===== src/design/chunked_frame_builder_crc16_core_assert.svh =====
// Assertion macros for the frame builder serializer (cfb_back).
`ifndef CHUNKED_FRAME_BUILDER_CRC16_CORE_ASSERT_SVH
`define CHUNKED_FRAME_BUILDER_CRC16_CORE_ASSERT_SVH

`ifndef SYNTHESIS
`define CFB_ASSERT_CLK(name, clk, rstn, prop, msg) \
  name: assert property (@(posedge clk) disable iff (!(rstn)) (prop)) else $error(msg);
`define CFB_ASSERT(name, prop, msg) \
  `CFB_ASSERT_CLK(name, clk_i, rst_ni, prop, msg)
`else
`define CFB_ASSERT_CLK(name, clk, rstn, prop, msg)
`define CFB_ASSERT(name, prop, msg)
`endif

`endif


===== src/design/cfb_pkg.sv =====
// Types, constants and the CRC step for the chunked frame builder.
package cfb_pkg;

  localparam int CHUNK_BYTES = 25;
  localparam int HDR_BYTES   = 5;
  localparam int HIDX_W      = $clog2(HDR_BYTES);
  localparam int OFF_W       = $clog2(CHUNK_BYTES + 1);
  localparam int LEN_W       = 13;
  localparam int LEN_CAP_INT = (255 * CHUNK_BYTES < 8191) ? 255 * CHUNK_BYTES : 8191;
  localparam logic [LEN_W-1:0] LEN_CAP = LEN_W'(LEN_CAP_INT);
  localparam int RECIP_SH    = 26;
  localparam int RECIP_W     = RECIP_SH + 1;
  localparam logic [RECIP_W-1:0] CHUNK_RECIP =
      RECIP_W'(((1 << RECIP_SH) + CHUNK_BYTES - 1) / CHUNK_BYTES);
  localparam logic [15:0] CRC_INIT = 16'hFFFF;
  localparam logic [15:0] CRC_POLY = 16'h1021;
  localparam logic [7:0]  MSG_ID_RST = 8'd1;
  localparam int Q_DEPTH = 2;
  localparam int Q_PTR_W = $clog2(Q_DEPTH);
  localparam int Q_CNT_W = $clog2(Q_DEPTH + 1);

  typedef struct packed {
    logic [7:0] data;
    logic       hdr;
    logic       trailer;
    logic       last;
    logic [7:0] ptype;
    logic [7:0] msg_id;
    logic [7:0] plen;
    logic [7:0] cidx;
    logic [7:0] ccnt;
  } cmd_t;

  typedef enum logic [2:0] {
    BS_START,
    BS_HEAD,
    BS_DATA,
    BS_CRCH,
    BS_CRCL
  } back_state_e;

  function automatic logic [15:0] crc_byte(input logic [15:0] crc, input logic [7:0] b);
    logic [15:0] c;
    c = crc ^ {b, 8'h00};
    for (int k = 0; k < 8; k++) begin
      if (c[15]) begin
        c = {c[14:0], 1'b0} ^ CRC_POLY;
      end else begin
        c = {c[14:0], 1'b0};
      end
    end
    return c;
  endfunction

endpackage


===== src/design/cfb_front.sv =====
// Front end: accept message bytes, track chunking and build serializer commands.
module cfb_front import cfb_pkg::*; (
  input  logic             clk_i,
  input  logic             rst_ni,
  input  logic             accept_i,
  input  logic [7:0]       data_byte_i,
  input  logic [LEN_W-1:0] message_length_i,
  input  logic [7:0]       packet_type_i,
  output cmd_t             cmd_o
);

  logic [7:0]       msg_id_q, msg_id_d;
  logic [7:0]       ltype_q, ltype_d;
  logic [LEN_W-1:0] llen_q, llen_d;
  logic [LEN_W-1:0] pos_q, pos_d;
  logic [7:0]       cidx_q, cidx_d;
  logic [7:0]       ccnt_q, ccnt_d;
  logic [OFF_W-1:0] off_q, off_d;

  logic                         first;
  logic [LEN_W-1:0]             len0, lenc, len_eff, remaining, pos_n;
  logic [LEN_W:0]               len_sum;
  logic [LEN_W+RECIP_W:0]       prod;
  logic [7:0]                   ccnt_new, type_eff, cnt_eff, idx_eff, plen;
  logic [OFF_W-1:0]             off_eff, off_n;
  logic                         last, trailer;

  assign first     = (pos_q == '0);
  assign len0      = (message_length_i == '0) ? LEN_W'(1) : message_length_i;
  assign lenc      = (len0 > LEN_CAP) ? LEN_CAP : len0;
  assign len_sum   = {1'b0, lenc} + (LEN_W+1)'(CHUNK_BYTES - 1);
  assign prod      = (LEN_W+RECIP_W+1)'(len_sum) * (LEN_W+RECIP_W+1)'(CHUNK_RECIP);
  assign ccnt_new  = prod[RECIP_SH+7:RECIP_SH];
  assign len_eff   = first ? lenc : llen_q;
  assign type_eff  = first ? packet_type_i : ltype_q;
  assign cnt_eff   = first ? ccnt_new : ccnt_q;
  assign idx_eff   = first ? 8'd0 : cidx_q;
  assign off_eff   = first ? '0 : off_q;
  assign remaining = len_eff - pos_q;
  assign plen      = (remaining < LEN_W'(CHUNK_BYTES)) ? remaining[7:0] : 8'(CHUNK_BYTES);
  assign pos_n     = pos_q + LEN_W'(1);
  assign off_n     = off_eff + OFF_W'(1);
  assign last      = (pos_n >= len_eff);
  assign trailer   = (off_n >= OFF_W'(CHUNK_BYTES)) || last;

  always_comb begin
    cmd_o.data    = data_byte_i;
    cmd_o.hdr     = (off_eff == '0);
    cmd_o.trailer = trailer;
    cmd_o.last    = last;
    cmd_o.ptype   = type_eff;
    cmd_o.msg_id  = msg_id_q;
    cmd_o.plen    = plen;
    cmd_o.cidx    = idx_eff;
    cmd_o.ccnt    = cnt_eff;
  end

  always_comb begin
    msg_id_d = msg_id_q;
    ltype_d  = type_eff;
    llen_d   = len_eff;
    ccnt_d   = cnt_eff;
    cidx_d   = idx_eff;
    off_d    = off_n;
    pos_d    = pos_n;
    if (trailer) begin
      off_d  = '0;
      cidx_d = idx_eff + 8'd1;
    end
    if (last) begin
      pos_d    = '0;
      msg_id_d = msg_id_q + 8'd1;
    end
  end

  always_ff @(posedge clk_i or negedge rst_ni) begin
    if (!rst_ni) begin
      msg_id_q <= MSG_ID_RST;
      ltype_q  <= '0;
      llen_q   <= '0;
      pos_q    <= '0;
      cidx_q   <= '0;
      ccnt_q   <= '0;
      off_q    <= '0;
    end else if (accept_i) begin
      msg_id_q <= msg_id_d;
      ltype_q  <= ltype_d;
      llen_q   <= llen_d;
      pos_q    <= pos_d;
      cidx_q   <= cidx_d;
      ccnt_q   <= ccnt_d;
      off_q    <= off_d;
    end
  end

endmodule


===== src/design/cfb_cmd_fifo.sv =====
// Short command queue between the front end and the serializer.
module cfb_cmd_fifo import cfb_pkg::*; (
  input  logic clk_i,
  input  logic rst_ni,
  input  logic push_i,
  input  cmd_t cmd_i,
  output logic full_o,
  input  logic pop_i,
  output logic valid_o,
  output cmd_t cmd_o
);

  cmd_t               mem_q [Q_DEPTH];
  logic [Q_PTR_W-1:0] wr_ptr_q, rd_ptr_q;
  logic [Q_CNT_W-1:0] cnt_q;
  logic               do_push, do_pop;

  assign full_o  = (cnt_q == Q_CNT_W'(Q_DEPTH));
  assign valid_o = (cnt_q != '0);
  assign cmd_o   = mem_q[rd_ptr_q];
  assign do_push = push_i && !full_o;
  assign do_pop  = pop_i && valid_o;

  always_ff @(posedge clk_i) begin
    if (do_push) begin
      mem_q[wr_ptr_q] <= cmd_i;
    end
  end

  always_ff @(posedge clk_i or negedge rst_ni) begin
    if (!rst_ni) begin
      wr_ptr_q <= '0;
      rd_ptr_q <= '0;
      cnt_q    <= '0;
    end else begin
      if (do_push) begin
        wr_ptr_q <= wr_ptr_q + Q_PTR_W'(1);
      end
      if (do_pop) begin
        rd_ptr_q <= rd_ptr_q + Q_PTR_W'(1);
      end
      if (do_push && !do_pop) begin
        cnt_q <= cnt_q + Q_CNT_W'(1);
      end else if (do_pop && !do_push) begin
        cnt_q <= cnt_q - Q_CNT_W'(1);
      end
    end
  end

endmodule


===== src/design/cfb_back.sv =====
// Serializer: emit header, payload and CRC bytes into the result register.
`include "chunked_frame_builder_crc16_core_assert.svh"
module cfb_back import cfb_pkg::*; (
  input  logic       clk_i,
  input  logic       rst_ni,
  input  logic       cmd_valid_i,
  input  cmd_t       cmd_i,
  output logic       cmd_pop_o,
  input  logic       pop_i,
  output logic       empty_o,
  output logic [7:0] frame_byte_o,
  output logic       frame_end_o,
  output logic       message_end_o,
  output logic       item_done_o
);

  back_state_e       state_q, state_d;
  logic [HIDX_W-1:0] hidx_q, hidx_d;
  logic [15:0]       crc_q, crc_d;
  logic              out_valid_q;
  logic [7:0]        byte_q, byte_d;
  logic              fend_q, fend_d, mend_q, mend_d, done_q, done_d;
  logic              adv, emit, pop_cmd;
  logic [7:0]        hdr_byte;
  logic [15:0]       data_crc, hdr_crc, start_crc;

  assign adv       = !out_valid_q || pop_i;
  assign emit      = cmd_valid_i && adv;
  assign cmd_pop_o = emit && pop_cmd;

  always_comb begin
    unique case (hidx_q)
      HIDX_W'(1): hdr_byte = cmd_i.msg_id;
      HIDX_W'(2): hdr_byte = cmd_i.plen;
      HIDX_W'(3): hdr_byte = cmd_i.cidx;
      default:    hdr_byte = cmd_i.ccnt;
    endcase
  end

  assign data_crc  = crc_byte(crc_q, cmd_i.data);
  assign hdr_crc   = crc_byte(crc_q, hdr_byte);
  assign start_crc = crc_byte(CRC_INIT, cmd_i.ptype);

  always_comb begin
    state_d = state_q;
    hidx_d  = hidx_q;
    crc_d   = crc_q;
    byte_d  = cmd_i.data;
    fend_d  = 1'b0;
    mend_d  = 1'b0;
    done_d  = 1'b0;
    pop_cmd = 1'b0;
    unique case (state_q) inside
      BS_START, BS_DATA: begin
        if (state_q == BS_START && cmd_i.hdr) begin
          byte_d  = cmd_i.ptype;
          crc_d   = start_crc;
          hidx_d  = HIDX_W'(1);
          state_d = BS_HEAD;
        end else begin
          crc_d = data_crc;
          if (cmd_i.trailer) begin
            state_d = BS_CRCH;
          end else begin
            pop_cmd = 1'b1;
            done_d  = 1'b1;
            state_d = BS_START;
          end
        end
      end
      BS_HEAD: begin
        byte_d = hdr_byte;
        crc_d  = hdr_crc;
        if (hidx_q == HIDX_W'(HDR_BYTES - 1)) begin
          state_d = BS_DATA;
        end else begin
          hidx_d = hidx_q + HIDX_W'(1);
        end
      end
      BS_CRCH: begin
        byte_d  = crc_q[15:8];
        state_d = BS_CRCL;
      end
      BS_CRCL: begin
        byte_d  = crc_q[7:0];
        fend_d  = 1'b1;
        mend_d  = cmd_i.last;
        done_d  = 1'b1;
        pop_cmd = 1'b1;
        state_d = BS_START;
      end
      default: begin
        state_d = BS_START;
      end
    endcase
  end

  always_ff @(posedge clk_i or negedge rst_ni) begin
    if (!rst_ni) begin
      state_q     <= BS_START;
      hidx_q      <= '0;
      crc_q       <= CRC_INIT;
      out_valid_q <= 1'b0;
    end else begin
      if (emit) begin
        state_q     <= state_d;
        hidx_q      <= hidx_d;
        crc_q       <= crc_d;
        out_valid_q <= 1'b1;
      end else if (pop_i) begin
        out_valid_q <= 1'b0;
      end
    end
  end

  always_ff @(posedge clk_i) begin
    if (emit) begin
      byte_q <= byte_d;
      fend_q <= fend_d;
      mend_q <= mend_d;
      done_q <= done_d;
    end
  end

  assign empty_o       = !out_valid_q;
  assign frame_byte_o  = byte_q;
  assign frame_end_o   = fend_q;
  assign message_end_o = mend_q;
  assign item_done_o   = done_q;

  `CFB_ASSERT(a_fend_done, out_valid_q && fend_q |-> done_q, "frame end without item done")
  `CFB_ASSERT(a_mend_fend, out_valid_q && mend_q |-> fend_q, "message end off frame end")
  `CFB_ASSERT(a_pop_emit, cmd_pop_o |-> emit && cmd_valid_i, "command popped without emit")
  `CFB_ASSERT(a_head_idx, state_q == BS_HEAD |-> hidx_q != '0, "header index out of range")

endmodule


===== src/design/chunked_frame_builder_crc16_core.sv =====
// Chunked frame builder with CRC-16/CCITT-FALSE: top level.
//
//  channel   | direction | handshake           | payload
//  ----------+-----------+---------------------+----------------------------------------------
//  input     | in        | push / full         | data_byte_i, message_length_i, packet_type_i
//  result    | out       | pop / empty         | frame_byte_o, frame_end_o, message_end_o,
//            |           |                     | item_done_o
//
// The serializer emits one result per cycle while pop does not hold it back; an item
// occupies it for its data byte, with the header before the first byte of a chunk and
// the CRC after its last.
// A two-entry command queue parts the input from the serializer; full rises when it fills.
// Reset is asynchronous and clears all control state at once; no clearing pass.
// A held result (pop low) stalls only the serializer; input flows until the queue fills.
module chunked_frame_builder_crc16_core import cfb_pkg::*; (
  input  logic             clk_i,
  input  logic             rst_ni,
  input  logic             push,
  output logic             full,
  input  logic [7:0]       data_byte_i,
  input  logic [LEN_W-1:0] message_length_i,
  input  logic [7:0]       packet_type_i,
  output logic             empty,
  input  logic             pop,
  output logic [7:0]       frame_byte_o,
  output logic             frame_end_o,
  output logic             message_end_o,
  output logic             item_done_o
);

  cmd_t front_cmd, q_cmd;
  logic accept, q_valid, q_pop;

  assign accept = push && !full;

  cfb_front u_front (
    .clk_i            (clk_i),
    .rst_ni           (rst_ni),
    .accept_i         (accept),
    .data_byte_i      (data_byte_i),
    .message_length_i (message_length_i),
    .packet_type_i    (packet_type_i),
    .cmd_o            (front_cmd)
  );

  cfb_cmd_fifo u_fifo (
    .clk_i   (clk_i),
    .rst_ni  (rst_ni),
    .push_i  (accept),
    .cmd_i   (front_cmd),
    .full_o  (full),
    .pop_i   (q_pop),
    .valid_o (q_valid),
    .cmd_o   (q_cmd)
  );

  cfb_back u_back (
    .clk_i         (clk_i),
    .rst_ni        (rst_ni),
    .cmd_valid_i   (q_valid),
    .cmd_i         (q_cmd),
    .cmd_pop_o     (q_pop),
    .pop_i         (pop),
    .empty_o       (empty),
    .frame_byte_o  (frame_byte_o),
    .frame_end_o   (frame_end_o),
    .message_end_o (message_end_o),
    .item_done_o   (item_done_o)
  );

endmodule


===== config.mk =====
export PLATFORM = sky130hd
export DESIGN_NAME = chunked_frame_builder_crc16_core
export DESIGN_NICKNAME = d
export VERILOG_FILES = /design/src/design/cfb_pkg.sv /design/src/design/cfb_front.sv /design/src/design/cfb_cmd_fifo.sv /design/src/design/cfb_back.sv /design/src/design/chunked_frame_builder_crc16_core.sv
export VERILOG_INCLUDE_DIRS = /design/src /design/src/design
export SDC_FILE = /design/constraint.sdc
export NUM_CORES = 1
export LEC_CHECK = 0
export BUFFER_PORTS_ARGS = -buffer_cell sky130_fd_sc_hd__buf_4
export CORE_MARGIN = 2
export CORE_UTILIZATION = 24
export CTS_CLUSTER_DIAMETER = 40
export DETAILED_ROUTE_END_ITERATION = 8
export MAX_ROUTING_LAYER = met4
export PLACE_DENSITY = 0.47
export SLEW_MARGIN = 20
export SYNTH_ARGS = -nofsm -noshare
export SYNTH_HDL_FRONTEND = slang
export SYNTH_SLANG_ARGS = --single-unit

===== constraint.sdc =====
create_clock -name clk_i -period 4.86 [get_ports clk_i]
set_clock_uncertainty 0.15 [all_clocks]
set_input_delay 0.243 -clock clk_i [delete_from_list [all_inputs] [get_ports clk_i]]
set_output_delay 0.243 -clock clk_i [all_outputs]
set_load 0.03 [all_outputs]

==> results.cfg, run 1 <==
[final_layout]
final_common_cell = buf_4
drive_gt1_frac = 0.232
multi_input_area_sq_um = 9620
final_cell_mix = buf_4 (211), inv_1 (189), nand2_1 (172), ha_1 (152), edfxtp_1 (113)
nets = 2068
register_area_sq_um = 5670
area_growth_pct = 29.2
layout.cells.non_filler = 2661
fillers = 6723
utilization = 0.314
final_area_sq_um = 20200

[setup_path]
cpPeakStageDelay_ns = 0.59
path_buf_inv = 4
worstSetupEndpointType = register
cpMostUsedCell = o21ai_4
worstPathRequired_ns = 4.98
rr_startpoint = u_front.pos_q[0]
crit_family = adder cells
path_class = primary input to register
crit_path_start = message_length_i[8]
critPathMaxFanout = 3
crit_slowest_cell = fa_2
cp-start-kind = primary input
crit_arrival_ns = 6.64

[clock_tree]
cts_tree = done
cts_root_buf = clkbuf_16
cts_buffer_depth = 3
clk_pin_slew_ns = 0.05
clock-sinks = 203
numCtsBuffers = 36
clk_latency_ns = 0.52
h-tree-depth = 2

[status]
status = finished with violations
violations = negative setup slack

[timing]
rsz0062_at_grt = true
final.min_clock_period_ns = 6.52
slew_viol_final = 0
period_share = 1.34
max_freq_mhz = 153
setup_viol = 24
hold_violations = 0
max-slew-margin-rel = 0.344
worst_slack_ns = -1.66
max_slew.worst_pin.slew_ns = 0.983

[logic_synthesis]
synthArstFlopShare = 0.443
yosys.area.top_type_share = 0.217
synth_edf_count = 113
yosysUniqueCellTypes = 82
synth_area_leaders = edfxtp_1 (22%), ha_1 (14%), dfrtp_1 (12%)
yosysWarnings = 0
synth_seq_area_share = 0.362
yosysTopAreaCell = edfxtp_1
syn_area_sq_um = 15600
syn_inst = 1540
ys_seq_elements = 203
synthFlopType = edfxtp_1
syn_avg_cell_area_sq_um = 10.2

[place]
dp_hpwl_mm = 32.4
routabilityCongestion = 0.888
io_buffers = 45
dp.cells = 2558
placed_cell_area_sq_um = 18300

[grt]
grt_pass1_wl_mm = 67.3
antenna_found_initial = 1
busiest_layer = met2
overflow = 0
grt_use_total = 0.129
grt_pass1_vias = 12300
grt_max_degree = 49
use_met3 = 0.0141
use_met2 = 0.214
met1_usage = 0.168

[die]
dieArea_sq_um = 67300
initial_core_util = 0.243
rows = 93
die-width_microns = 259
io_pins = 46
die-height_microns = 259
coreArea_sq_um = 64500

[detailed_routing]
viasPerCell = 4.41
drt_drc_violations_left = 0
wirelength_mm = 41.5
wl_per_cell_microns = 15.6
ant_nets = 0
vias = 11700
drt_iter0_drc = 564
first_pass_iters = 5

[run]
drv_cap = 0

[worst_hold_path]
worstHoldStart = message_length_i[2]
hp-class = primary input to register
-- logic make-up after synthesis --
group / count (synthesis) / synth area share
xor+xnor: 96 / 0.0557
compound gates: 284 / 0.122
fa+ha+maj: 258 / 0.249
mux: 49 / 0.0329
other cells: 1 / 0.000240
flops: 203 / 0.362
buf+inv: 248 / 0.0608
simple gates: 401 / 0.118
-- area by class of cell --
| cell class | instances | share of cell area |
|---|---|---|
| Inverter | 200 | 0.0371 |
| Clock buffer | 41 | 0.0470 |
| Tap cell | 855 | 0.0529 |
| Antenna cell | 1 | 0.000124 |
| Multi-Input combinational cell | 1098 | 0.476 |
| Clock inverter | 25 | 0.0147 |
| Sequential cell | 203 | 0.280 |
| Timing Repair Buffer | 238 | 0.0921 |
-- per-layer routing --
metal / vias up / routed length [microns]
met5: - / 0
li1: 5798 / -
met2: 166 / 19900
met3: 57 / 1210
met1: 5721 / 19500
met4: 0 / 822
-- Yosys cell counts, types with 36 or more instances --
cell type  instances
xor2_1            37
o21ai_0           76
inv_1            199
a21oi_1           50
dfrtp_1           73
nor2_1            81
fa_1              89
ha_1             169
nand2_1          178
xnor2_1           55
clkbuf_1          36
edfxtp_1         113
-- metrics by stage --
stage	hold WS, ns	worst slack, ns	TNS, ns
after floorplan	-0.203	-2.08	-39.63
after global placement	0.204	-2.37	-50.92
after detailed placement	0.204	-2.49	-53.09
after CTS	0.0134	-1.69	-34.22
after global routing	0.0388	-1.86	-39.06
final	0.0317	-1.66	-34.03
-- repair_timing --
action                     in CTS  in global routing
buffers inserted               10                  6
pin swaps                      59                 32
gates resized for setup        45                 28
setup endpoints to repair      24                 44
cloned                          0                  0
hold endpoints to repair       74                  0
hold buffers                   20                  0
-- sequential cells by signal, indices dropped and copies added, names as in the netlist, 2 cells and up --
name,cells
u_fifo.mem_q,102
u_front.llen_q,13
u_front.ccnt_q,8
u_front.pos_q,13
u_back.crc_q,16
u_front.ltype_q,8
u_back.frame_byte_o,8
u_back.hidx_q,3
u_front.msg_id_q,8
u_back.state_q,3
u_front.off_q,5
u_front.cidx_q,8
u_fifo.cnt_q,2
-- tightest hold or removal path: cells and delay by family --
kind	cells	cell delay, ns
buffers and inverters	2	0.23
AOI/OAI and AO/OA	1	0.14
and+or+nand+nor	1	0.05
-- path summary, 6_finish.rpt --
path	endpoint	slack [ns]	cells after the start
setup / recovery	u_fifo.mem_q[1][5]	-1.66	29
min in group asynchronous	u_front.off_q[3]	0.18	2
hold reg to reg	u_front.llen_q[11]	0.32	2
hold / removal	u_front.llen_q[2]	0.03	4
max in group asynchronous	u_front.ltype_q[1]	3.31	3
setup reg to reg	u_fifo.mem_q[0][18]	0.28	17
Power of run 1 is not shown: default switching activity piles up to over one toggle a cycle in this logic, so the estimate is an artifact.
==> inputs of run 2 (changes only) <==
--- a/config.mk
+++ b/config.mk
@@ -8,11 +8,11 @@
 export LEC_CHECK = 0
 export BUFFER_PORTS_ARGS = -buffer_cell sky130_fd_sc_hd__buf_4
 export CORE_MARGIN = 2
-export CORE_UTILIZATION = 24
+export CORE_UTILIZATION = 48
 export CTS_CLUSTER_DIAMETER = 40
 export DETAILED_ROUTE_END_ITERATION = 8
 export MAX_ROUTING_LAYER = met4
-export PLACE_DENSITY = 0.47
+export PLACE_DENSITY = 0.73
 export SLEW_MARGIN = 20
 export SYNTH_ARGS = -nofsm -noshare
 export SYNTH_HDL_FRONTEND = slang
==> results.cfg, run 2 (same netlist as run 1, synthesis figures left out) <==
[final_layout]
fillers = 2576
multi_input_area_sq_um = 9780
register_area_sq_um = 5670
largest_reg_flops = 102
drive_gt1_frac = 0.237
top_register = u_fifo.mem_q
antenna-diode-count = 0
reg_top3 = u_fifo.mem_q (102), u_back.crc_q (16)
area_growth_pct = 25.3
final_cell_mix = buf_4 (207), inv_1 (186), nand2_1 (171), ha_1 (148), edfxtp_1 (113)
nets = 2060
final_common_cell = buf_4

[clock_tree]
cts_root_buf = clkbuf_16
numCtsBuffers = 27
cts_buffer_depth = 3
clk_latency_ns = 0.52
clock-sinks = 203
clk_pin_slew_ns = 0.06
cts_tree = done
h-tree-depth = 1

[grt]
grt_pass1_wl_mm = 64.7
grt_max_degree = 54
met1_usage = 0.301
overflow = 0
grt_use_total = 0.246
use_met2 = 0.432
grt_pass1_vias = 12600
use_met3 = 0.0229
antenna_found_initial = 0
busiest_layer = met2

[setup_path]
path_class = primary input to register
worstSetupEndpointType = register
cpPeakStageDelay_ns = 0.57
critPathMaxFanout = 3
cp-start-kind = primary input
crit_slowest_cell = fa_2
worstPathRequired_ns = 4.98
crit_arrival_ns = 6.65

[worst_hold_path]
hp-class = primary input to register

[die]
dieArea_sq_um = 34100
coreArea_sq_um = 32300
io_pins = 46
rows = 66
die-height_microns = 185
initial_core_util = 0.485
die-width_microns = 185

[detailed_routing]
vias = 12200
drt_iter0_drc = 792
ant_nets = 0
wirelength_mm = 40.3
first_pass_iters = 6
viasPerCell = 5.45
drt_drc_violations_left = 0
wl_per_cell_microns = 18.1

[timing]
hold_violations = 0
worst_slack_ns = -1.67
max_slew.worst_pin.slew_ns = 1.02
slew_viol_final = 0
period_share = 1.34
rsz0062_at_grt = true
final.min_clock_period_ns = 6.53
max-slew-margin-rel = 0.320
setup_viol = 24
max_freq_mhz = 153

[place]
place_ws_ns = -2.47
routabilityCongestion = 0.917
io_buffers = 45
dp_hpwl_mm = 29.9

[status]
violations = negative setup slack
status = finished with violations

[run]
drv_cap = 0
[run 2: what timing repair did]
| item | CTS | global route |
|---|---|---|
| buffers inserted | 23 | 10 |
| hold endpoints to repair | 80 | 0 |
| hold buffers | 20 | 0 |
| cloned | 0 | 1 |
| pin swaps | 59 | 30 |
| gates resized for setup | 49 | 51 |
| setup endpoints to repair | 24 | 38 |
[run 2: through the flow]
step / TNS [ns] / std cells / instance area, sq um / util / hold slack, ns
final: -34.44 / 2232 / 19600 / 0.607 / 0.0503
after detailed placement: -52.60 / 2134 / 17700 / 0.549 / 0.105
after floorplan: -39.63 / 1549 / 15900 / - / -0.203
after global placement: -48.11 / 2134 / 17700 / 0.549 / 0.111
after CTS: -35.22 / 2227 / 19300 / 0.598 / 0.0284
after global routing: -39.30 / 2232 / 19600 / 0.607 / 0.0768
[run 2: worst paths after layout]
path	to	slack [ns]	cells past startpoint	startpoint
hold reg to reg	u_front.ccnt_q[4]	0.33	2	u_front.ccnt_q[4]
setup reg to reg	u_fifo.mem_q[0][16]	0.41	18	u_front.pos_q[1]
hold / removal	u_front.llen_q[6]	0.05	4	message_length_i[6]
min in group asynchronous	u_front.off_q[4]	0.09	2	rst_ni
setup / recovery	u_fifo.mem_q[0][5]	-1.67	29	message_length_i[8]
max in group asynchronous	u_fifo.rd_ptr_q	3.31	3	rst_ni
[run 2: layout make-up]
class	instances	area share
Multi-Input combinational cell	1099	0.499
Clock inverter	17	0.0109
Timing Repair Buffer	238	0.0958
Clock buffer	33	0.0389
Sequential cell	203	0.289
Tap cell	442	0.0282
Inverter	200	0.0383
[run 2: routing by layer]
layer / up-vias / wire length (microns)
li1: 5768 / -
met1: 5997 / 17000
met2: 306 / 20400
met3: 96 / 1610
met4: 0 / 1230
met5: - / 0
[run 2: critical path, delay by kind of cell]
| family | cells | cell delay (ns) |
|---|---|---|
| adder cells (fa/ha/maj) | 8 | 3.46 |
| AO/OA/AOI/OAI | 8 | 1.23 |
| AND/OR/NAND/NOR | 7 | 1.03 |
| buffers and inverters | 4 | 0.31 |
| multiplexers | 1 | 0.28 |
| XOR/XNOR | 1 | 0.09 |
Power of run 2 is left out for the same reason.
